[src/rtl/bmpp_pkg.sv]
// ----------------------------------------------------------------------------
// bmpp_pkg
// Shared types and constants of the 24-bit bitmap pixel stream parser.
// ----------------------------------------------------------------------------
package bmpp_pkg;

	localparam int DefMaxWidth  = 4096;
	localparam int DefMaxHeight = 4096;

	localparam logic [5:0] HdrBytes    = 6'd54;
	localparam logic [5:0] HdrWidthLo  = 6'd18;
	localparam logic [5:0] HdrWidthHi  = 6'd21;
	localparam logic [5:0] HdrHeightLo = 6'd22;
	localparam logic [5:0] HdrHeightHi = 6'd25;
	localparam logic [5:0] HdrMagic0   = 6'd0;
	localparam logic [5:0] HdrMagic1   = 6'd1;
	localparam logic [7:0] MagicB      = 8'h42;
	localparam logic [7:0] MagicM      = 8'h4d;

	localparam logic ErrMagic = 1'b0;
	localparam logic ErrSize  = 1'b1;

	typedef enum logic [1:0] {
		RK_PIXEL  = 2'd0,
		RK_HEADER = 2'd1,
		RK_ERROR  = 2'd2
	} res_kind_t;

	typedef struct packed {
		res_kind_t   result_kind;
		logic        error_code;
		logic [7:0]  red;
		logic [7:0]  green;
		logic [7:0]  blue;
		logic [11:0] column;
		logic [11:0] row;
		logic [12:0] image_width;
		logic [12:0] image_height;
		logic        last_pixel;
	} bmpp_res_t;

endpackage

[src/rtl/bmpp_if.sv]
// ----------------------------------------------------------------------------
// bmpp_if
// Valid/ready channels of the bitmap parser: file bytes in, results out.
// ----------------------------------------------------------------------------
interface bmpp_byte_if;
	logic       valid;
	logic       ready;
	logic [7:0] data_byte;
	logic       first_byte;

	modport source (output valid, data_byte, first_byte, input ready);
	modport sink   (input valid, data_byte, first_byte, output ready);
endinterface

interface bmpp_res_if;
	logic        valid;
	logic        ready;
	logic [1:0]  result_kind;
	logic        error_code;
	logic [7:0]  red;
	logic [7:0]  green;
	logic [7:0]  blue;
	logic [11:0] column;
	logic [11:0] row;
	logic [12:0] image_width;
	logic [12:0] image_height;
	logic        last_pixel;

	modport source (output valid, result_kind, error_code, red, green, blue, column, row,
		image_width, image_height, last_pixel, input ready);
	modport sink   (input valid, result_kind, error_code, red, green, blue, column, row,
		image_width, image_height, last_pixel, output ready);
endinterface

[src/rtl/bmpp_parse.sv]
// ----------------------------------------------------------------------------
// bmpp_parse
// Header and pixel parsing state machine; one byte per accepted request.
// ----------------------------------------------------------------------------
module bmpp_parse
	import bmpp_pkg::*;
#(
	parameter int MAX_WIDTH  = DefMaxWidth,
	parameter int MAX_HEIGHT = DefMaxHeight
) (
	input  logic       clk,
	input  logic       arst_n,
	input  logic       take,
	input  logic [7:0] data_byte,
	input  logic       first_byte,
	output logic       res_vld,
	output bmpp_res_t  res
);

	localparam int CW = (MAX_WIDTH  > 1) ? $clog2(MAX_WIDTH + 1)  : 1;
	localparam int RW = (MAX_HEIGHT > 1) ? $clog2(MAX_HEIGHT + 1) : 1;

	typedef enum logic [2:0] {
		M_IDLE, M_HEADER, M_PIXELS, M_PAD, M_DONE
	} mode_t;

	mode_t          mode_q, mode_d;
	logic [5:0]     idx_q, idx_d;
	logic [31:0]    wid_q, wid_d, hgt_q, hgt_d;
	logic [CW-1:0]  col_q, col_d;
	logic [RW-1:0]  row_q, row_d;
	logic [1:0]     phase_q, phase_d;
	logic [7:0]     blue_q, blue_d, green_q, green_d;
	logic [1:0]     pad_q, pad_d;

	always_comb begin
		mode_t         cur;
		logic [5:0]    idx;
		logic [5:0]    idx_inc;
		logic [1:0]    lane;
		logic [CW-1:0] col_inc;
		logic [RW-1:0] row_inc;
		logic          row_end;
		logic          img_end;

		cur     = first_byte ? M_HEADER : mode_q;
		idx     = first_byte ? 6'd0 : idx_q;
		idx_inc = idx + 6'd1;
		col_inc = col_q + 1'b1;
		row_inc = row_q + 1'b1;
		row_end = (col_inc == wid_q[CW-1:0]);
		img_end = (row_inc == hgt_q[RW-1:0]);
		lane    = '0;

		mode_d  = mode_q;
		idx_d   = idx_q;
		wid_d   = first_byte ? 32'd0 : wid_q;
		hgt_d   = first_byte ? 32'd0 : hgt_q;
		col_d   = col_q;
		row_d   = row_q;
		phase_d = phase_q;
		blue_d  = blue_q;
		green_d = green_q;
		pad_d   = pad_q;
		if (first_byte) begin
			mode_d  = M_HEADER;
			idx_d   = '0;
			col_d   = '0;
			row_d   = '0;
			phase_d = '0;
			blue_d  = '0;
			green_d = '0;
			pad_d   = '0;
		end

		res_vld = 1'b0;
		res     = '0;

		case (cur)
			M_HEADER: begin
				if ((idx == HdrMagic0 && data_byte != MagicB) ||
						(idx == HdrMagic1 && data_byte != MagicM)) begin
					res_vld          = 1'b1;
					res.result_kind  = RK_ERROR;
					res.error_code   = ErrMagic;
					mode_d           = M_DONE;
				end else begin
					if (idx >= HdrWidthLo && idx <= HdrWidthHi) begin
						lane = 2'(idx - HdrWidthLo);
						wid_d[8*lane +: 8] = data_byte;
					end else if (idx >= HdrHeightLo && idx <= HdrHeightHi) begin
						lane = 2'(idx - HdrHeightLo);
						hgt_d[8*lane +: 8] = data_byte;
					end
					idx_d = idx_inc;
					if (idx_inc == HdrBytes) begin
						res_vld = 1'b1;
						if (wid_d > 32'(MAX_WIDTH) || hgt_d > 32'(MAX_HEIGHT)) begin
							res.result_kind = RK_ERROR;
							res.error_code  = ErrSize;
							mode_d          = M_DONE;
						end else begin
							res.result_kind  = RK_HEADER;
							res.image_width  = wid_d[12:0];
							res.image_height = hgt_d[12:0];
							col_d   = '0;
							row_d   = '0;
							phase_d = '0;
							mode_d  = (wid_d == 32'd0 || hgt_d == 32'd0) ? M_DONE : M_PIXELS;
						end
					end
				end
			end
			M_PIXELS: begin
				case (phase_q)
					2'd0: begin
						blue_d  = data_byte;
						phase_d = 2'd1;
					end
					2'd1: begin
						green_d = data_byte;
						phase_d = 2'd2;
					end
					default: begin
						phase_d         = 2'd0;
						res_vld         = 1'b1;
						res.result_kind = RK_PIXEL;
						res.red         = data_byte;
						res.green       = green_q;
						res.blue        = blue_q;
						res.column      = 12'(col_q);
						res.row         = 12'(row_q);
						res.last_pixel  = row_end && img_end;
						col_d           = col_inc;
						if (row_end) begin
							pad_d = wid_q[1:0];
							col_d = '0;
							if (img_end) begin
								mode_d = M_DONE;
							end else if (wid_q[1:0] != 2'd0) begin
								mode_d = M_PAD;
							end else begin
								row_d = row_inc;
							end
						end
					end
				endcase
			end
			M_PAD: begin
				pad_d = pad_q - 2'd1;
				if (pad_q == 2'd1) begin
					row_d  = row_inc;
					col_d  = '0;
					mode_d = M_PIXELS;
				end
			end
			default: begin
			end
		endcase
	end

	always_ff @(posedge clk or negedge arst_n) begin
		if (!arst_n) begin
			mode_q  <= M_IDLE;
			idx_q   <= '0;
			wid_q   <= '0;
			hgt_q   <= '0;
			col_q   <= '0;
			row_q   <= '0;
			phase_q <= '0;
			blue_q  <= '0;
			green_q <= '0;
			pad_q   <= '0;
		end else if (take) begin
			mode_q  <= mode_d;
			idx_q   <= idx_d;
			wid_q   <= wid_d;
			hgt_q   <= hgt_d;
			col_q   <= col_d;
			row_q   <= row_d;
			phase_q <= phase_d;
			blue_q  <= blue_d;
			green_q <= green_d;
			pad_q   <= pad_d;
		end
	end

endmodule

[src/rtl/bmpp_out_buf.sv]
// ----------------------------------------------------------------------------
// bmpp_out_buf
// Result register with a skid stage that takes one more result while the output stalls.
// ----------------------------------------------------------------------------
module bmpp_out_buf
	import bmpp_pkg::*;
(
	input  logic      clk,
	input  logic      arst_n,
	input  logic      push,
	input  bmpp_res_t push_res,
	output logic      space,
	output logic      head_vld,
	output bmpp_res_t head_res,
	input  logic      pop_rdy
);

	logic      head_vld_q, skid_vld_q;
	bmpp_res_t head_q, skid_q;
	logic      pop;

	assign space    = !skid_vld_q;
	assign head_vld = head_vld_q;
	assign head_res = head_q;
	assign pop      = head_vld_q && pop_rdy;

	always_ff @(posedge clk or negedge arst_n) begin
		if (!arst_n) begin
			head_vld_q <= 1'b0;
			skid_vld_q <= 1'b0;
		end else if (pop) begin
			if (skid_vld_q) begin
				skid_vld_q <= 1'b0;
			end else begin
				head_vld_q <= push;
			end
		end else if (push) begin
			if (!head_vld_q) begin
				head_vld_q <= 1'b1;
			end else begin
				skid_vld_q <= 1'b1;
			end
		end
	end

	always_ff @(posedge clk) begin
		if (pop) begin
			if (skid_vld_q) begin
				head_q <= skid_q;
			end else if (push) begin
				head_q <= push_res;
			end
		end else if (push) begin
			if (!head_vld_q) begin
				head_q <= push_res;
			end else begin
				skid_q <= push_res;
			end
		end
	end

endmodule

[src/rtl/bmp24_pixel_stream_parser.sv]
// ----------------------------------------------------------------------------
// bmp24_pixel_stream_parser
// Parses a 24-bit uncompressed bitmap byte stream into header, error and
// pixel results.
// ----------------------------------------------------------------------------
// One file byte is taken per clock while the result buffer has space, and any
// result it causes is registered into the buffer's head or skid slot. The
// per-byte work is a handful of counters and compares. A two-slot result
// buffer sits on the output, and byte requests are refused only while both
// slots hold results the consumer has not yet taken.
module bmp24_pixel_stream_parser
	import bmpp_pkg::*;
#(
	parameter int MAX_WIDTH  = DefMaxWidth,
	parameter int MAX_HEIGHT = DefMaxHeight
) (
	input  logic      clk,
	input  logic      arst_n,
	bmpp_byte_if.sink bytes,
	bmpp_res_if.source results
);

	logic      take;
	logic      res_vld;
	logic      space;
	bmpp_res_t res;
	bmpp_res_t head;

	assign bytes.ready = space;
	assign take        = bytes.valid && space;

	bmpp_parse #(
		.MAX_WIDTH  (MAX_WIDTH),
		.MAX_HEIGHT (MAX_HEIGHT)
	) u_parse (
		.clk        (clk),
		.arst_n     (arst_n),
		.take       (take),
		.data_byte  (bytes.data_byte),
		.first_byte (bytes.first_byte),
		.res_vld    (res_vld),
		.res        (res)
	);

	bmpp_out_buf u_out_buf (
		.clk      (clk),
		.arst_n   (arst_n),
		.push     (take && res_vld),
		.push_res (res),
		.space    (space),
		.head_vld (results.valid),
		.head_res (head),
		.pop_rdy  (results.ready)
	);

	assign results.result_kind  = head.result_kind;
	assign results.error_code   = head.error_code;
	assign results.red          = head.red;
	assign results.green        = head.green;
	assign results.blue         = head.blue;
	assign results.column       = head.column;
	assign results.row          = head.row;
	assign results.image_width  = head.image_width;
	assign results.image_height = head.image_height;
	assign results.last_pixel   = head.last_pixel;

endmodule
[src/flat_wrapper.sv]
// flat-port wrapper written by rule: the top's interface ports become plain ports
module bmp24_pixel_stream_parser_flat import bmpp_pkg::*;
#(
	parameter int MAX_WIDTH  = DefMaxWidth,
	parameter int MAX_HEIGHT = DefMaxHeight
)
  (clk, arst_n, bytes_valid, bytes_data_byte, bytes_first_byte, bytes_ready, results_valid, results_result_kind, results_error_code, results_red, results_green, results_blue, results_column, results_row, results_image_width, results_image_height, results_last_pixel, results_ready);
  bmpp_byte_if bytes_i ();
  bmpp_res_if results_i ();
  input  logic clk;
  input  logic arst_n;
  input wire logic [$bits(bytes_i.valid)-1:0] bytes_valid;
  input wire logic [$bits(bytes_i.data_byte)-1:0] bytes_data_byte;
  input wire logic [$bits(bytes_i.first_byte)-1:0] bytes_first_byte;
  output wire logic [$bits(bytes_i.ready)-1:0] bytes_ready;
  output wire logic [$bits(results_i.valid)-1:0] results_valid;
  output wire logic [$bits(results_i.result_kind)-1:0] results_result_kind;
  output wire logic [$bits(results_i.error_code)-1:0] results_error_code;
  output wire logic [$bits(results_i.red)-1:0] results_red;
  output wire logic [$bits(results_i.green)-1:0] results_green;
  output wire logic [$bits(results_i.blue)-1:0] results_blue;
  output wire logic [$bits(results_i.column)-1:0] results_column;
  output wire logic [$bits(results_i.row)-1:0] results_row;
  output wire logic [$bits(results_i.image_width)-1:0] results_image_width;
  output wire logic [$bits(results_i.image_height)-1:0] results_image_height;
  output wire logic [$bits(results_i.last_pixel)-1:0] results_last_pixel;
  input wire logic [$bits(results_i.ready)-1:0] results_ready;
  assign bytes_i.valid = bytes_valid;
  assign bytes_i.data_byte = bytes_data_byte;
  assign bytes_i.first_byte = bytes_first_byte;
  assign bytes_ready = bytes_i.ready;
  assign results_valid = results_i.valid;
  assign results_result_kind = results_i.result_kind;
  assign results_error_code = results_i.error_code;
  assign results_red = results_i.red;
  assign results_green = results_i.green;
  assign results_blue = results_i.blue;
  assign results_column = results_i.column;
  assign results_row = results_i.row;
  assign results_image_width = results_i.image_width;
  assign results_image_height = results_i.image_height;
  assign results_last_pixel = results_i.last_pixel;
  assign results_i.ready = results_ready;
  bmp24_pixel_stream_parser #(.MAX_WIDTH(MAX_WIDTH), .MAX_HEIGHT(MAX_HEIGHT)) u_core (.clk(clk), .arst_n(arst_n), .bytes(bytes_i), .results(results_i));
endmodule
[config.mk]
export PLATFORM = sky130hd
export DESIGN_NAME = bmp24_pixel_stream_parser_flat
export DESIGN_NICKNAME = d
export VERILOG_FILES = /design/src/rtl/bmpp_pkg.sv /design/src/rtl/bmpp_if.sv /design/src/rtl/bmpp_parse.sv /design/src/rtl/bmpp_out_buf.sv /design/src/rtl/bmp24_pixel_stream_parser.sv /design/src/flat_wrapper.sv
export SDC_FILE = /design/constraint.sdc
export NUM_CORES = 1
export LEC_CHECK = 0
export ABC_AREA = 1
export BUFFER_PORTS_ARGS = -buffer_cell sky130_fd_sc_hd__buf_2
export CORE_MARGIN = 2
export CORE_UTILIZATION = 54
export CTS_BUF_LIST = sky130_fd_sc_hd__clkbuf_8
export CTS_CLUSTER_SIZE = 20
export DETAILED_ROUTE_END_ITERATION = 16
export PLACE_DENSITY_LB_ADDON = 0.2
export SETUP_SLACK_MARGIN = 0.3
export SLEW_MARGIN = 20
export SYNTH_ARGS = -nofsm -noshare
export SYNTH_HDL_FRONTEND = slang
export SYNTH_SLANG_ARGS = --single-unit
[constraint.sdc]
create_clock -name clk -period 6.4 [get_ports clk]
set_input_delay 0.32 -clock clk [delete_from_list [all_inputs] [get_ports clk]]
set_output_delay 0.32 -clock clk [all_outputs]
set_load 0.02 [all_outputs]
# --- Word-level counts from Yosys, hierarchy flattened ---
# Cells that the tools add are included.
word_totals:
  ff_bits: 277
  input_bits: 13
  output_inout_bits: 80
  word_cells: 181
op_classes:
  add_sub_neg: 8
  magnitude_cmp: 6
  eq_ne: 13
  shifts: 4
  n_mux: 92
  n_bitwise: 1
  n_reduce_logical: 25
ops:
  columns: ["op", "n"]
  rows:
  - ["$mux W32", 13]
  - ["$mux W78", 5]
  - ["$mux W13", 16]
  - ["$mux W26", 4]
  - ["$mux W48", 2]
  - ["$pmux W13 S3", 2]
  - ["$neg A5 Y34", 2]
  - ["$shift A8 B34 Y32 const A", 2]
  - ["$shiftx A8 B34 Y32", 2]
  - ["$bwmux W32", 2]
  - ["$gt A32 B13 Y1 const B", 2]
  - ["$logic_not A32 Y1", 2]
  - ["$mux W8", 6]
  - ["$mux W3", 12]
  - ["$add A13 B1 Y13 const B", 2]
  - ["$eq A13 B13 Y1", 2]
  - ["$mux W2", 9]
  - ["$mux W6", 3]
  - ["$ne A8 B7 Y1 const B", 2]
  - ["$mux W1", 13]
  - ["$ge A6 B5 Y1 const B", 2]
  - ["$le A6 B5 Y1 const B", 2]
  - ["$pmux W2 S2", 3]
  - ["$pmux W3 S3", 1]
  - ["other kinds (21)", 38]

# --- Depth between registers and ports, before layout ---
# Gate-level depths: netlist of run 1.
depth:
  word_depth: 18
  depth_mapped: 28
  depth_no_buf: 25

# --- Cells and area by module ---
# From an unflattened synthesis of run 1, not the netlist that was laid out.
hier_totals:
  cells_unflattened: 2454
  area_unflattened_um2: 17357.9
modules_own_cells:
  columns: ["module", "instances", "cells_per_inst", "area_each_um2", "seq_area_each_um2"]
  rows:
  - ["bmpp_parse", 1, 2007, 11287.1, 2977.9]
  - ["bmpp_out_buf", 1, 443, 6053.3, 4734.5]
  - ["bmp24_pixel_stream_parser", 1, 4, 17.5, 0.0]

# --- Worst setup path before layout of run 1 ---
# OpenSTA, ideal clock, no wires.
synth_path:
  path_kind: "input-to-reg"
  startpoint: "in bytes_first_byte"
  endpoint: "reg u_core.u_out_buf.head_q (netlist bit u_core.u_out_buf.head_res[0]) (enable)"
  setup_ns: 0.540
  arrival_ns: 5.877
  required_time_ns: 5.860
  path_slack_ns: -0.017
  stages: 15
  n_path_buf: 1
  cell_sequence: "inv_2 nand2_1 inv_1 ha_1 buf_2 clkinv_1 nand2_1 nand2_1 inv_1 nand4_1 nor2_1 nor2_1 nor2_1 o21ai_0 a21oi_1"
synth_via:
  elab_chain_len: 9
  elab_cells_between_ends: 18
  classes_between: "1 x add/sub; 4 x eq/ne; 5 x mux; 8 x reduce/logical"
synth_rtl:
  columns: ["item", "line_no", "rtl"]
  rows:
  - ["start: declaration", "flat_wrapper.sv:14", "input wire logic [$bits(bytes_i.first_byte)-1:0] bytes_first_byte;"]
  - ["$mux W6", "bmpp_parse.sv:47", "idx = first_byte ? 6'd0 : idx_q;"]
  - ["$add A6 B1 Y6, or another cell as far along", "bmpp_parse.sv:48", "idx_inc = idx + 6'd1;"]
  - ["$eq A6 B6 Y1, or another cell as far along", "bmpp_parse.sv:96", "if (idx_inc == HdrBytes) begin"]
  - ["$mux W1 or $logic_or A1 B1 Y1 (tied branches)", "bmpp_parse.sv:96, bmpp_parse.sv:81", null]
  - ["$mux W1", "bmpp_parse.sv:81", "if ((idx == HdrMagic0 && data_byte != MagicB) ||"]
  - ["$pmux W1 S2 *", "bmpp_parse.sv:79", "case (cur)"]
  - ["$logic_and A1 B1 Y1 *", "bmp24_pixel_stream_parser.sv:48", ".push (take && res_vld),"]
  - ["$reduce_bool A2 Y1 (no line)", null, null]
  - ["$reduce_and A3 Y1 (no line) *", null, null]
  - ["end signal: assignment", "bmpp_out_buf.sv:49", "head_q <= skid_q;"]
  - ["end signal: assignment", "bmpp_out_buf.sv:51", "head_q <= push_res;"]
  - ["end signal: assignment", "bmpp_out_buf.sv:55", "head_q <= push_res;"]
  - ["end: declaration", "bmpp_out_buf.sv:19", "bmpp_res_t head_q, skid_q;"]
# Mark *: on every way between the ends. The rest lies on a longest branch, timed or not.
# A chain may end at the register's enable or synchronous reset.

# --- Worst setup path in the final report of run 1 ---
layout_path:
  startpoint: "reg u_core.u_parse.idx_q[0]"
  endpoint: "reg u_core.u_out_buf.head_q (netlist bit u_core.u_out_buf.head_res[2]), data pin"
layout_via:
  elab_chain_len: 18
  elab_cells_between_ends: 43
  classes_between: "5 x add/sub; 6 x order compare; 2 x eq/ne; 4 x shift; 19 x mux; 7 x reduce/logical"
layout_rtl:
  columns: ["item", "line_no", "rtl"]
  rows:
  - ["start: declaration", "bmpp_parse.sv:28", "logic [5:0] idx_q, idx_d;"]
  - ["start signal: assignment", "bmpp_parse.sv:176", "idx_q <= idx_d;"]
  - ["$mux W6 *", "bmpp_parse.sv:47", null]
  - ["$sub A2 B2 Y2", "bmpp_parse.sv:89, bmpp_parse.sv:92", null]
  - ["$neg A5 Y34", "bmpp_parse.sv:90, bmpp_parse.sv:93", null]
  - ["$shiftx A8 B34 Y32 or $shift A8 B34 Y32 (tied branches)", "bmpp_parse.sv:90, bmpp_parse.sv:93", null]
  - ["$bwmux W32", "bmpp_parse.sv:93", "hgt_d[8*lane +: 8] = data_byte;"]
  - ["$mux W32", "bmpp_parse.sv:91", "end else if (idx >= HdrHeightLo && idx <= HdrHeightHi) begin"]
  - ["$mux W32", "bmpp_parse.sv:88", "if (idx >= HdrWidthLo && idx <= HdrWidthHi) begin"]
  - ["$mux W32", "bmpp_parse.sv:81", null]
  - ["[... 2 more ...]", null, null]
  - ["$logic_or A1 B1 Y1", "bmpp_parse.sv:98", "if (wid_d > 32'(MAX_WIDTH) || hgt_d > 32'(MAX_HEIGHT)) begin"]
  - ["$mux W26", "bmpp_parse.sv:98", null]
  - ["$mux W26", "bmpp_parse.sv:96", null]
  - ["$mux W26 *", "bmpp_parse.sv:81", null]
  - ["$mux W26 *", "bmpp_parse.sv:79", null]
  - ["$mux W78, on equally long branches", "bmpp_out_buf.sv:54, bmpp_out_buf.sv:50", null]
  - ["$mux W78, on equally long branches", "bmpp_out_buf.sv:53, bmpp_out_buf.sv:48", null]
  - ["$mux W78 *", "bmpp_out_buf.sv:47", "if (pop) begin"]
# Mark *: on every way between the ends. The rest lies on a longest branch, timed or not. The select of a mux whose other input is x is not followed.

==> out/results.ini, run 1 <==
[status]
run_status=complete, no violations

[grt]
global_route_wire_length_before_repair_um=80100
grt_usage_pct=30.6
overflow=0
grt_pass1_vias=14800
antenna_found_initial=1
largest_net_degree_at_the_start_of_global_routing=110

[floorplanning]
pin_count=93
floorplan.rows=64
core_um2=30600
fp.dieArea_um2=32500
start_util_pct=54.9
die_span_y_um=180
die-width_um=180

[critical_path]
critical_path.max_fanout=35
crit_type=flop to flop
critical_path_arrival_ns=5.23
cp_data_required_time_ns=6.86
setup.worst_path.end_class=flop
critPathLaunchType=flop
timing.reg2reg.worst_path_depth=22

[synthesis]
synthDominantAreaCellType=sky130_fd_sc_hd__edfxtp_1
synth.distinct_cells=44
ys_seq_area_share_pct=45.9
number_of_synthesized_register_bits=277
post-synth-top-area-fraction_pct=27.9
syn_inst=2376
synth_top_flop_cell=sky130_fd_sc_hd__edfxtp_1
synth_top_cells_by_area=sky130_fd_sc_hd__edfxtp_1 28%, sky130_fd_sc_hd__dfrtp_1 18%, sky130_fd_sc_hd__nand2_1 17%, sky130_fd_sc_hd__nor2_1 7.6%, sky130_fd_sc_hd__inv_1 6.2%
synth_enable_flop_cells=156
synth_area_per_cell_um2=7.07
yosys_warnings=0
synthesis.area_um2=16800
synthesis.nets=2398
synth_async_sr_flop_share_pct=43.7

[sta]
rsz0062_at_grt=false
worst_case_headroom_to_the_max_slew_limit_pct=29.8
hold_viol=0
timing.hold.ws_ns=0.0736
worst_slew_pin_slew_ns=1.04
min_period_over_period_pct=74.5
final.setup.tns_ns=0
min_period_ns=4.77
final-setup-viol-count=0
max_freq_ghz=0.210
timing.clock.skew_ns=0.0578
timing.final.max_slew_violations=0

[clocking]
tritoncts.num_buffers=48
htree_num_levels=2
cts.clk_slew.worst_paths_ns=0.06
cts_root_buf=sky130_fd_sc_hd__clkbuf_8
cts_tree=yes
insertion_delay_ns=0.61
cts_max_path_buffers=3
cts.sink_count=277
postCtsSetupRepairBufs=0

[cells_and_area]
final_core_utilization_pct=60.6
final_layout_size_suffix_gt1_share_pct=9.47
final_common_cell=sky130_fd_sc_hd__nand2_1
layout.filler_cells=2791
fin_nets=2452
multi_input_comb_area_um2=7530
num_antenna_cells=0
area_growth_syn_to_layout_pct=10.5
layout_cell_area_excl_fill_um2=18600
mostFrequentLayoutCells=760 x sky130_fd_sc_hd__nand2_1, 336 x sky130_fd_sc_hd__nor2_1, 290 x sky130_fd_sc_hd__inv_1, 180 x sky130_fd_sc_hd__o21ai_0, 156 x sky130_fd_sc_hd__edfxtp_1
sequential_area_um2=7710

[hold_path]
hp-class=input pin to flop
hold-path-cell-count=3

[place]
buffer_ports.inserted=92
placedInstanceArea_um2=17500
globalplace.congestion=0.986
detailed_place_hpwl_um=35100

[detailed_routing]
routed_via_density=5.60
drc_errors=0
drt-wirelength-per-cell_um=17.7
postRouteAntennaNets=0
drtPass1Iterations=5
first_iter_violations=1592
finalWirelength_um=50700
vias=16000

[power_and_ir_drop]
internal_cell_power_mw=3.73
combinationalPowerShare_pct=33.8
clock_group_share_of_total_power_pct=27.4
seqPwrFrac_pct=38.8
ir_drop_mv=0.180
power_switching_mw=2.51
switching_share_pct=40.2
leakage_nw=9.08
power.density_cell_area_nw_per_um2=337

[flow_run]
max_cap_violations=0

## registers in the layout, indices dropped and copies added, names as in the netlist
name / cells
u_core.u_out_buf.head_res: 78
u_core.u_out_buf.head_vld: 1
u_core.u_out_buf.skid_vld_q: 1
u_core.u_parse.green_q: 8
u_core.u_parse.idx_q: 6
u_core.u_parse.wid_q: 32
u_core.u_parse.hgt_q: 32
u_core.u_parse.pad_q: 2
u_core.u_parse.col_q: 13
u_core.u_parse.blue_q: 8
u_core.u_out_buf.skid_q: 78
u_core.u_parse.mode_q: 3
u_core.u_parse.phase_q: 2
u_core.u_parse.row_q: 13
## stage by stage
step,power [mW],std cells,worst slack (ns)
after floorplan,3.87,2376,0.454
after global placement,4.49,2774,1.55
after detailed placement,4.52,2774,1.47
after CTS,6.24,2865,1.74
after global routing,6.63,2866,1.26
final,6.25,2866,1.63
## synthesized netlist by cell type (2+ instances only)
master,count
sky130_fd_sc_hd__a21oi_1,111
sky130_fd_sc_hd__a221oi_1,2
sky130_fd_sc_hd__a22oi_1,2
sky130_fd_sc_hd__buf_1,7
sky130_fd_sc_hd__buf_2,22
sky130_fd_sc_hd__buf_4,3
sky130_fd_sc_hd__buf_6,7
sky130_fd_sc_hd__clkbuf_1,76
sky130_fd_sc_hd__clkinv_1,2
sky130_fd_sc_hd__dfrtp_1,121
sky130_fd_sc_hd__edfxtp_1,156
sky130_fd_sc_hd__ha_1,9
sky130_fd_sc_hd__inv_1,279
sky130_fd_sc_hd__inv_2,4
sky130_fd_sc_hd__nand2_1,763
sky130_fd_sc_hd__nand2_2,20
sky130_fd_sc_hd__nand3_1,147
sky130_fd_sc_hd__nand3b_1,4
sky130_fd_sc_hd__nand4_1,21
sky130_fd_sc_hd__nor2_1,338
sky130_fd_sc_hd__nor2_2,3
sky130_fd_sc_hd__nor2_4,2
sky130_fd_sc_hd__nor3_1,11
sky130_fd_sc_hd__nor4_1,5
sky130_fd_sc_hd__o21ai_0,180
sky130_fd_sc_hd__o21ai_1,6
sky130_fd_sc_hd__o221ai_1,2
sky130_fd_sc_hd__o22ai_1,40
sky130_fd_sc_hd__o32ai_1,8
sky130_fd_sc_hd__xnor2_1,2
sky130_fd_sc_hd__xor2_1,10
## cell type report
class                      instances  area share (%)
clock buffer                      53            3.93
timing repair buffer             119            3.88
clock inverter                    37            1.56
sequential                       277            41.6
tap                              396            2.67
multi-input combinational       1699            40.6
inverter                         285            5.78
## final timing paths
kind                                                      start                                       to  slack, ns
min                                               results_ready  u_core.u_out_buf.skid_vld_q$_DFFE_PN0P_       0.07
min in group asynchronous                                arst_n     u_core.u_parse.hgt_q[27]$_DFFE_PN0P_       0.26
max in group asynchronous                                arst_n     u_core.u_parse.hgt_q[14]$_DFFE_PN0P_       4.96
min reg2reg                u_core.u_parse.wid_q[14]$_DFFE_PN0P_     u_core.u_parse.wid_q[14]$_DFFE_PN0P_       0.49
max reg2reg                 u_core.u_parse.idx_q[0]$_DFFE_PN0P_   u_core.u_out_buf.head_res[2]$_DFFE_PP_       1.63
max                         u_core.u_parse.idx_q[0]$_DFFE_PN0P_   u_core.u_out_buf.head_res[2]$_DFFE_PP_       1.63
## routing by layer
metal  up-vias  track usage (%)  wire [um]
met5         -                0         13
met1      7422             42.7      21600
met2       744             49.3      23300
met3       118             4.12       4120
met4         2             10.4       1680
li1       7756                -          -
## power by group through the flow
stage / registers, mW / logic, mW / clock network, mW
floorplan: 2.50 / 1.37 / 0
global placement: 2.44 / 2.04 / 0
detailed placement: 2.45 / 2.07 / 0
CTS: 2.42 / 2.08 / 1.74
global route: 2.45 / 2.35 / 1.82
finish: 2.42 / 2.11 / 1.71
## critical path, cell delays in order, from the launching register on
cell                      delay, ns
sky130_fd_sc_hd__dfrtp_1       0.41
sky130_fd_sc_hd__nand2_1       0.32
sky130_fd_sc_hd__buf_4         0.28
sky130_fd_sc_hd__inv_1         0.13
sky130_fd_sc_hd__ha_1          0.23
sky130_fd_sc_hd__inv_1         0.06
sky130_fd_sc_hd__nand2_1       0.07
sky130_fd_sc_hd__inv_1         0.06
sky130_fd_sc_hd__nand3_1       0.08
sky130_fd_sc_hd__nand4_2       0.42
sky130_fd_sc_hd__buf_4         0.46
sky130_fd_sc_hd__inv_2         0.23
sky130_fd_sc_hd__nand2_1       0.15
sky130_fd_sc_hd__nand2_1       0.16
sky130_fd_sc_hd__nor2_1        0.12
sky130_fd_sc_hd__nand2_1       0.06
sky130_fd_sc_hd__nor2_1        0.16
sky130_fd_sc_hd__nand2_1       0.10
sky130_fd_sc_hd__nand2_1       0.13
sky130_fd_sc_hd__nand4_4       0.15
sky130_fd_sc_hd__nor2_8        0.46
sky130_fd_sc_hd__nand2_1       0.18
sky130_fd_sc_hd__a21oi_1       0.15
## cell families (layout without fill, tap and decap cells)
family          count (synthesis)  after routing  synth area share, %
simple gates                 1322           1322                 32.0
flops                         277            277                 45.9
buf+inv                       400            494                 9.49
xor+xnor                       12             12                0.626
compound gates                356            356                 11.3
fa+ha+maj                       9              9                0.671
## repair_timing
item                      in CTS  in global routing
gates resized for setup        0                  0
hold endpoints to repair      41                  0
hold buffers                   1                  0
Power figures use the tool's default switching activity.
==> run 2, diff against run 1 <==
Clock period 6.4 ns to 4.76 ns, I/O delays scaled along.
==> run 2 against run 1 <==
Register-to-register slack worse by 0.93 ns. Via count up 0.28%. Sequential cell count unchanged. Clock skew down 0.0098 ns. Setup slack worse by 0.93 ns. Cell count up 0.31%.
==> out/results.ini, run 2 (same netlist as run 1, synthesis figures left out) <==
[critical_path]
critical_path.max_fanout=28  ; -20%
cell_with_the_largest_stage_delay_on_the_worst_path=sky130_fd_sc_hd__nor2_8
rr_startpoint=u_core.u_parse.idx_q[0]$_DFFE_PN0P_
ff2ff_setup_slack_ns=0.70  ; -0.93 ns
critical_path_arrival_ns=4.51  ; -0.72 ns
critPathLaunchType=flop
timing.reg2reg.worst_path_depth=20  ; -9.1%
cp_data_required_time_ns=5.21  ; -1.65 ns
cell_type_with_the_highest_occurrence_count_on_the_critical_path=sky130_fd_sc_hd__nand2_1
slowest_delay_ns=0.45  ; about the same
regToRegEndpoint=u_core.u_parse.phase_q[0]$_DFFE_PN0P_
crit_path_cell_trace=nand2_1, buf_4, ha_1, buf_4, inv_1, nand2_1, nor2_1, nand3_1, o21ai_0, nand3_1, nand2_1, nor2_1, nand2_1, or2_2, nand2_1, nand4_4, nor2_8, inv_1, a21oi_1, nor2_1
setup.worst_path.end_class=flop
crit_type=flop to flop

[cells_and_area]
finalNonFillerCells=2875  ; +0.31%
sequential_area_um2=7710  ; unchanged
layout_cell_area_excl_fill_um2=18500  ; about the same
final_layout_size_suffix_gt1_share_pct=9.60  ; +0.13 points
final_common_cell=sky130_fd_sc_hd__nand2_1
area_growth_syn_to_layout_pct=10.4  ; about the same
multi_input_comb_area_um2=7530  ; about the same
mostFrequentLayoutCells=762 x sky130_fd_sc_hd__nand2_1, 336 x sky130_fd_sc_hd__nor2_1, 285 x sky130_fd_sc_hd__inv_1, 180 x sky130_fd_sc_hd__o21ai_0, 156 x sky130_fd_sc_hd__edfxtp_1
fin_nets=2461  ; +0.37%
final_core_utilization_pct=60.6  ; about the same
num_antenna_cells=0  ; unchanged
layout.filler_cells=2884  ; +3.3%

[clocking]
cts_tree=yes
insertion_delay_ns=0.60  ; about the same
cts_root_buf=sky130_fd_sc_hd__clkbuf_8
htree_num_levels=2  ; unchanged
cts.sink_count=277  ; unchanged
cts_max_path_buffers=3  ; unchanged
cts.clk_slew.worst_paths_ns=0.06  ; about the same
tritoncts.num_buffers=48  ; unchanged

[grt]
grt_usage_pct=30.8  ; +0.28 points
overflow=0  ; unchanged
grt_pass1_vias=15000  ; +1.5%
antenna_found_initial=0  ; -1
global_route_wire_length_before_repair_um=81200  ; +1.3%
largest_net_degree_at_the_start_of_global_routing=92  ; -16%

[floorplanning]
pin_count=93  ; unchanged
floorplan.rows=64  ; unchanged
die_span_y_um=180  ; unchanged
start_util_pct=54.9  ; unchanged
die-width_um=180  ; unchanged
fp.dieArea_um2=32500  ; unchanged
core_um2=30600  ; unchanged

[place]
globalplace.congestion=0.969  ; -1.7%
placedInstanceArea_um2=17500  ; +0.32%
place.detailed.instances=2783  ; +0.32%
buffer_ports.inserted=92  ; unchanged
detailedPlace.worstSlack_ns=0.582  ; -0.885 ns
detailed_place_hpwl_um=35300  ; +0.44%

[sta]
worst_slew_pin_slew_ns=1.10  ; +0.0594 ns
timing.clock.skew_ns=0.0480  ; -0.00979 ns
max_freq_ghz=0.247  ; +18%
layout_setup_ws_ns=0.704  ; -0.930 ns
rsz0062_at_grt=false
final-setup-viol-count=0  ; unchanged
timing.hold.ws_ns=0.0793  ; +0.00572 ns
hold_viol=0  ; unchanged
min_period_ns=4.06  ; -0.710 ns
timing.final.max_slew_violations=0  ; unchanged
min_period_over_period_pct=85.2  ; +11 points
worst_case_headroom_to_the_max_slew_limit_pct=25.8  ; -4.0 points
final.setup.tns_ns=0  ; unchanged

[detailed_routing]
drt-wirelength-per-cell_um=17.6  ; -0.53%
vias=16100  ; +0.28%
drtPass1Iterations=6  ; +1
drc_errors=0  ; unchanged
routed_via_density=5.60  ; about the same
finalWirelength_um=50600  ; -0.22%
postRouteAntennaNets=0  ; unchanged
first_iter_violations=1793  ; +13%

[power_and_ir_drop]
clock_group_share_of_total_power_pct=26.6  ; -0.8 points
ir_drop_mv=0.249  ; +38%
finalPower_mw=8.27  ; +32%
power.density_cell_area_nw_per_um2=446  ; +32%
leakage_nw=9.07  ; about the same
seqPwrFrac_pct=39.3  ; +0.5 points
power_switching_mw=3.34  ; +33%
internal_cell_power_mw=4.93  ; +32%
switching_share_pct=40.4  ; +0.14 points
combinationalPowerShare_pct=34.1  ; +0.3 points

[hold_path]
hold_end=u_core.u_parse.idx_q[1]$_DFFE_PN0P_
hold-path-cell-count=4  ; +1
hold_path.startpoint=bytes_first_byte
hp-class=input pin to flop

[status]
run_status=complete, no violations

[flow_run]
max_cap_violations=0  ; unchanged

==> run 2: cell count changes in the layout (fill, tap and decap cells not counted), sizes merged <==
cell	change
dlygate4sd3	+1
clkbuf	-2
bufinv	-1
clkinv	+5
clkinvlp	+2
inv	-4
buf	+8
==> run 2: per-layer routing <==
layer / routed length [um] / share of wire, % / track usage (%)
met5: 0 / 0 / 0
met4: 1800 / 3.6 / 11.0
met3: 3820 / 7.5 / 4.39
met2: 23000 / 45 / 48.9
met1: 22000 / 44 / 43.4
==> run 2: timing repair <==
action | in CTS | in global routing
hold buffers | 2 | 0
endpoints found under the hold margin | 35 | 0
resized for setup | 0 | 1
setup buffers | 0 | 0
endpoints found under the setup margin | 0 | 34
==> run 2: worst max-delay path: cells and delay by family, from the launching register on <==
kind,cells,cell delay [ns]
buf+inv,4,0.92
simple gates,13,2.14
fa+ha+maj,1,0.26
compound gates,2,0.26
flops,1,0.37
==> run 2: cell type report <==
type | instances | share of cell area (%)
repair buffers | 128 | 4.13
clock inverters | 39 | 1.43
flip-flops and latches | 277 | 41.6
inverters | 285 | 5.78
well taps | 396 | 2.67
clock buffers | 51 | 3.79
multi-input cells | 1699 | 40.6
==> run 2: how the worst max path moves through the flow <==
stage,end,cells past startpoint,start
after CTS,u_core.u_out_buf.head_res[6]$_DFFE_PP_,20,u_core.u_parse.idx_q[0]$_DFFE_PN0P_
after detailed placement,u_core.u_out_buf.head_res[6]$_DFFE_PP_,22,bytes_first_byte
after global routing,u_core.u_parse.row_q[1]$_DFFE_PN0P_,23,u_core.u_parse.idx_q[0]$_DFFE_PN0P_
final,u_core.u_parse.phase_q[0]$_DFFE_PN0P_,20,u_core.u_parse.idx_q[0]$_DFFE_PN0P_
after floorplan,u_core.u_out_buf.head_res[0]$_DFFE_PP_,14,u_core.u_parse.idx_q[0]$_DFFE_PN0P_
after global placement,u_core.u_parse.phase_q[0]$_DFFE_PN0P_,23,bytes_first_byte
==> run 2: power groups by stage <==
| stage | clock network [mW] | logic [mW] | registers (mW) |
|---|---|---|---|
| after floorplan | 0 | 1.84 | 3.36 |
| after global placement | 0 | 2.75 | 3.28 |
| after detailed placement | 0 | 2.78 | 3.29 |
| after CTS | 2.23 | 2.80 | 3.24 |
| after global routing | 2.35 | 3.16 | 3.29 |
| final | 2.20 | 2.82 | 3.25 |
==> run 3, diff against run 2 <==
Settings changed: SYNTH_HIERARCHICAL from default to 1.
==> run 3 against run 2 <==
Global-route usage rose by 0.82 points. Fmax fell by 0.12%. Combinational power rose by 62%. Total power rose by 24%. Non-clock buffer count fell by 2. Via count rose by 5.7%. Sequential cell count did not move.
==> out/results.ini, run 3 <==
[critical_path]
crit_buf_inv=5  ; +1
critical_path.top_delay_family=simple AND/OR/NAND/NOR gates
crit_type=flop to flop
critical_path_arrival_ns=4.53  ; +0.02 ns
cell_with_the_largest_stage_delay_on_the_worst_path=sky130_fd_sc_hd__ha_2
setup.worst_path.end_class=flop
cp_data_required_time_ns=5.23  ; +0.02 ns
cell_type_with_the_highest_occurrence_count_on_the_critical_path=sky130_fd_sc_hd__nand2_1
critPathLaunchType=flop
slowest_delay_ns=0.49  ; +0.04 ns
critical_path.max_fanout=14  ; -50%
crit_path_cell_trace=inv_1, nor2_1, inv_1, ha_2, clkinv_1, nand3_1, nand2_1, nand2_1, nand2_1, nand2_1, o21ai_1, inv_1, nand2_1, nor2_1, nand2_1, nand2_1, nand2_2, nor2_2, nand2_1, inv_2, nand3_4, a21oi_1, nand2_1, nand2_1

[detailed_routing]
first_iter_violations=1867  ; +4.1%
vias=17000  ; +5.7%
drt-wirelength-per-cell_um=18.4  ; +4.4%
finalWirelength_um=53800  ; +6.3%
postRouteAntennaNets=0  ; unchanged
drc_errors=0  ; unchanged
routed_via_density=5.80  ; +3.7%
drtPass1Iterations=6  ; unchanged

[synthesis]
ys_seq_area_share_pct=44.4  ; -1.5 points
synthesis.nets=2476  ; +3.3%
synth.distinct_cells=40  ; -9.1%
synth_top_flop_cell=sky130_fd_sc_hd__edfxtp_1
syn_inst=2454  ; +3.3%
synthDominantAreaCellType=sky130_fd_sc_hd__edfxtp_1
synth_area_per_cell_um2=7.07  ; about the same
number_of_synthesized_register_bits=277  ; unchanged
synthesis.area_um2=17400  ; +3.4%
synth_async_sr_flop_share_pct=43.7  ; unchanged
post-synth-top-area-fraction_pct=27.0  ; -0.91 points
most_used_standard_cell_by_instance_count_after_synthesis=sky130_fd_sc_hd__nand2_1
yosys_warnings=6  ; +6
synth_enable_flop_cells=156  ; unchanged
netlist_top_cells_count=753 x sky130_fd_sc_hd__nand2_1, 292 x sky130_fd_sc_hd__nor2_1, 291 x sky130_fd_sc_hd__inv_1, 180 x sky130_fd_sc_hd__o21ai_0, 159 x sky130_fd_sc_hd__nand3_1
synth_top_cells_by_area=sky130_fd_sc_hd__edfxtp_1 27%, sky130_fd_sc_hd__dfrtp_1 17%, sky130_fd_sc_hd__nand2_1 16%, sky130_fd_sc_hd__nor2_1 6.3%, sky130_fd_sc_hd__inv_1 6.3%

[grt]
overflow=0  ; unchanged
grt_pass1_vias=15600  ; +3.8%
grt_usage_pct=31.7  ; +0.82 points
globalRouteMet2Util_pct=51.4  ; +2.4 points
largest_net_degree_at_the_start_of_global_routing=92  ; unchanged
antenna_found_initial=1  ; +1
grt_util_met1_pct=43.0  ; -0.40 points
top_usage_layer=met2
global_route_wire_length_before_repair_um=84200  ; +3.8%
grtUsageMet3_pct=4.94  ; +0.56 points

[cells_and_area]
final_common_cell=sky130_fd_sc_hd__nand2_1
fin_nets=2511  ; +2.0%
layout.filler_cells=2969  ; +2.9%
area_growth_syn_to_layout_pct=8.95
mostFrequentLayoutCells=753 x sky130_fd_sc_hd__nand2_1, 310 x sky130_fd_sc_hd__inv_1, 291 x sky130_fd_sc_hd__nor2_1, 180 x sky130_fd_sc_hd__o21ai_0, 159 x sky130_fd_sc_hd__nand3_1
num_antenna_cells=0  ; unchanged
final_core_utilization_pct=59.8  ; -0.84 points
finalNonFillerCells=2929  ; +1.9%
final_layout_size_suffix_gt1_share_pct=8.98  ; -0.62 points

[floorplanning]
fp.dieArea_um2=33600  ; +3.3%
start_util_pct=54.9  ; about the same
pin_count=93  ; unchanged
die-width_um=183  ; +1.6%
die_span_y_um=183  ; +1.6%
floorplan.rows=65  ; +1.6%
core_um2=31600  ; +3.4%

[place]
buffer_ports.inserted=92  ; unchanged
place.detailed.instances=2838  ; +2.0%
globalplace.congestion=1.01  ; +4.1%
detailed_place_hpwl_um=35900  ; +1.8%

[sta]
max_freq_ghz=0.246  ; -0.12%
worst_case_headroom_to_the_max_slew_limit_pct=33.2  ; +7.4 points
min_period_over_period_pct=85.3  ; +0.10 points
hold_viol=0  ; unchanged
rsz0062_at_grt=false
timing.final.max_slew_violations=0  ; unchanged
worst_slew_pin_slew_ns=1.00  ; -0.102 ns
min_period_ns=4.06  ; +0.00484 ns
final.setup.tns_ns=0  ; unchanged
final-setup-viol-count=0  ; unchanged
timing.clock.skew_ns=0.0411  ; -0.00689 ns

[clocking]
cts.clk_slew.worst_paths_ns=0.06  ; about the same
cts.sink_count=277  ; unchanged
htree_num_levels=2  ; unchanged
cts_root_buf=sky130_fd_sc_hd__clkbuf_8
tritoncts.num_buffers=47  ; -2.1%
cts_max_path_buffers=3  ; unchanged
insertion_delay_ns=0.62  ; +0.02 ns
cts_tree=yes

[flow_run]
max_cap_violations=0  ; unchanged

[power_and_ir_drop]
leakage_nw=8.84  ; -2.5%
power.density_cell_area_nw_per_um2=542  ; +22%
finalPower_mw=10.3  ; +24%
ir_drop_mv=0.323  ; +30%

[hold_path]
hp-class=input pin to flop

[status]
run_status=complete, no violations

-- run 3: area by class of cell --
cell class | count | area, um^2 | area share [%]
multi-input combinational | 1735 | 7880 | 41.7
clock inverter | 36 | 213 | 1.12
inverter | 301 | 1140 | 6.01
sequential | 277 | 7710 | 40.8
clock buffer | 51 | 702 | 3.71
timing repair inverter | 1 | 7.51 | 0.0397
tap | 402 | 503 | 2.66
timing repair buffer | 126 | 749 | 3.96
-- run 3: repair_timing --
action / 4_1_cts / 5_1_grt
hold buffers: 1 / 0
endpoints found under the setup margin: 0 / 79
hold endpoints to repair: 69 / 0
gates resized for setup: 0 / 5
buffers inserted: 0 / 1
-- run 3: cell families (layout without fill, tap and decap cells) --
logic type | Yosys count | in the layout | share of synthesized area, %
flops | 277 | 277 | 44.4
compound gates | 352 | 352 | 11.0
xor+xnor | 11 | 11 | 0.555
fa+ha+maj | 9 | 9 | 0.649
simple gates | 1362 | 1363 | 33.0
buf+inv | 443 | 515 | 10.4
-- run 3: worst paths after layout --
check,startpoint,endpoint,slack [ns],depth (start not counted)
min reg2reg,u_core/u_parse/hgt_q[14]$_DFFE_PN0P_,u_core/u_parse/hgt_q[14]$_DFFE_PN0P_,0.52,2
max reg2reg,u_core/u_parse/idx_q[1]$_DFFE_PN0P_,u_core/u_out_buf/head_res[2]$_DFFE_PP_,0.70,24
max in group asynchronous,arst_n,u_core/u_parse/hgt_q[30]$_DFFE_PN0P_,3.30,3
min,bytes_data_byte[0],u_core/u_parse/green_q[0]$_DFFE_PN0P_,0.02,3
max,u_core/u_parse/idx_q[1]$_DFFE_PN0P_,u_core/u_out_buf/head_res[2]$_DFFE_PP_,0.70,24
min in group asynchronous,arst_n,u_core/u_parse/wid_q[3]$_DFFE_PN0P_,0.25,2
-- run 3: worst reg2reg max path, delay by kind of cell, from the launching register on --
kind / cells / cell delay (ns)
simple gates: 16 / 1.87
flops: 1 / 0.36
buf+inv: 5 / 0.87
fa+ha+maj: 1 / 0.49
compound gates: 2 / 0.36
-- run 3: routing by layer --
metal | vias to the layer above | share of wire [%]
li1 | 8107 | -
met2 | 795 | 46
met4 | 2 | 3.4
met5 | - | 0.020
met3 | 140 | 8.4
met1 | 7956 | 42
-- run 3: through the flow --
stage	hold slack (ns)	area (um^2)	setup WS, ns
2_1_floorplan	-0.0576	17400	0.339
3_3_place_gp	0.469	17900	0.628
3_5_place_dp	0.482	17900	0.448
4_1_cts	0.000215	18900	0.497
5_1_grt	0.00697	18900	0.299
6_report	0.0222	18900	0.699
-- run 3: report_power, final --
group / switching [mW] / total (mW) / internal [mW]
combinational: 3.37 / 4.57 / 1.20
sequential: 0.338 / 3.58 / 3.24
clock: 1.01 / 2.11 / 1.10
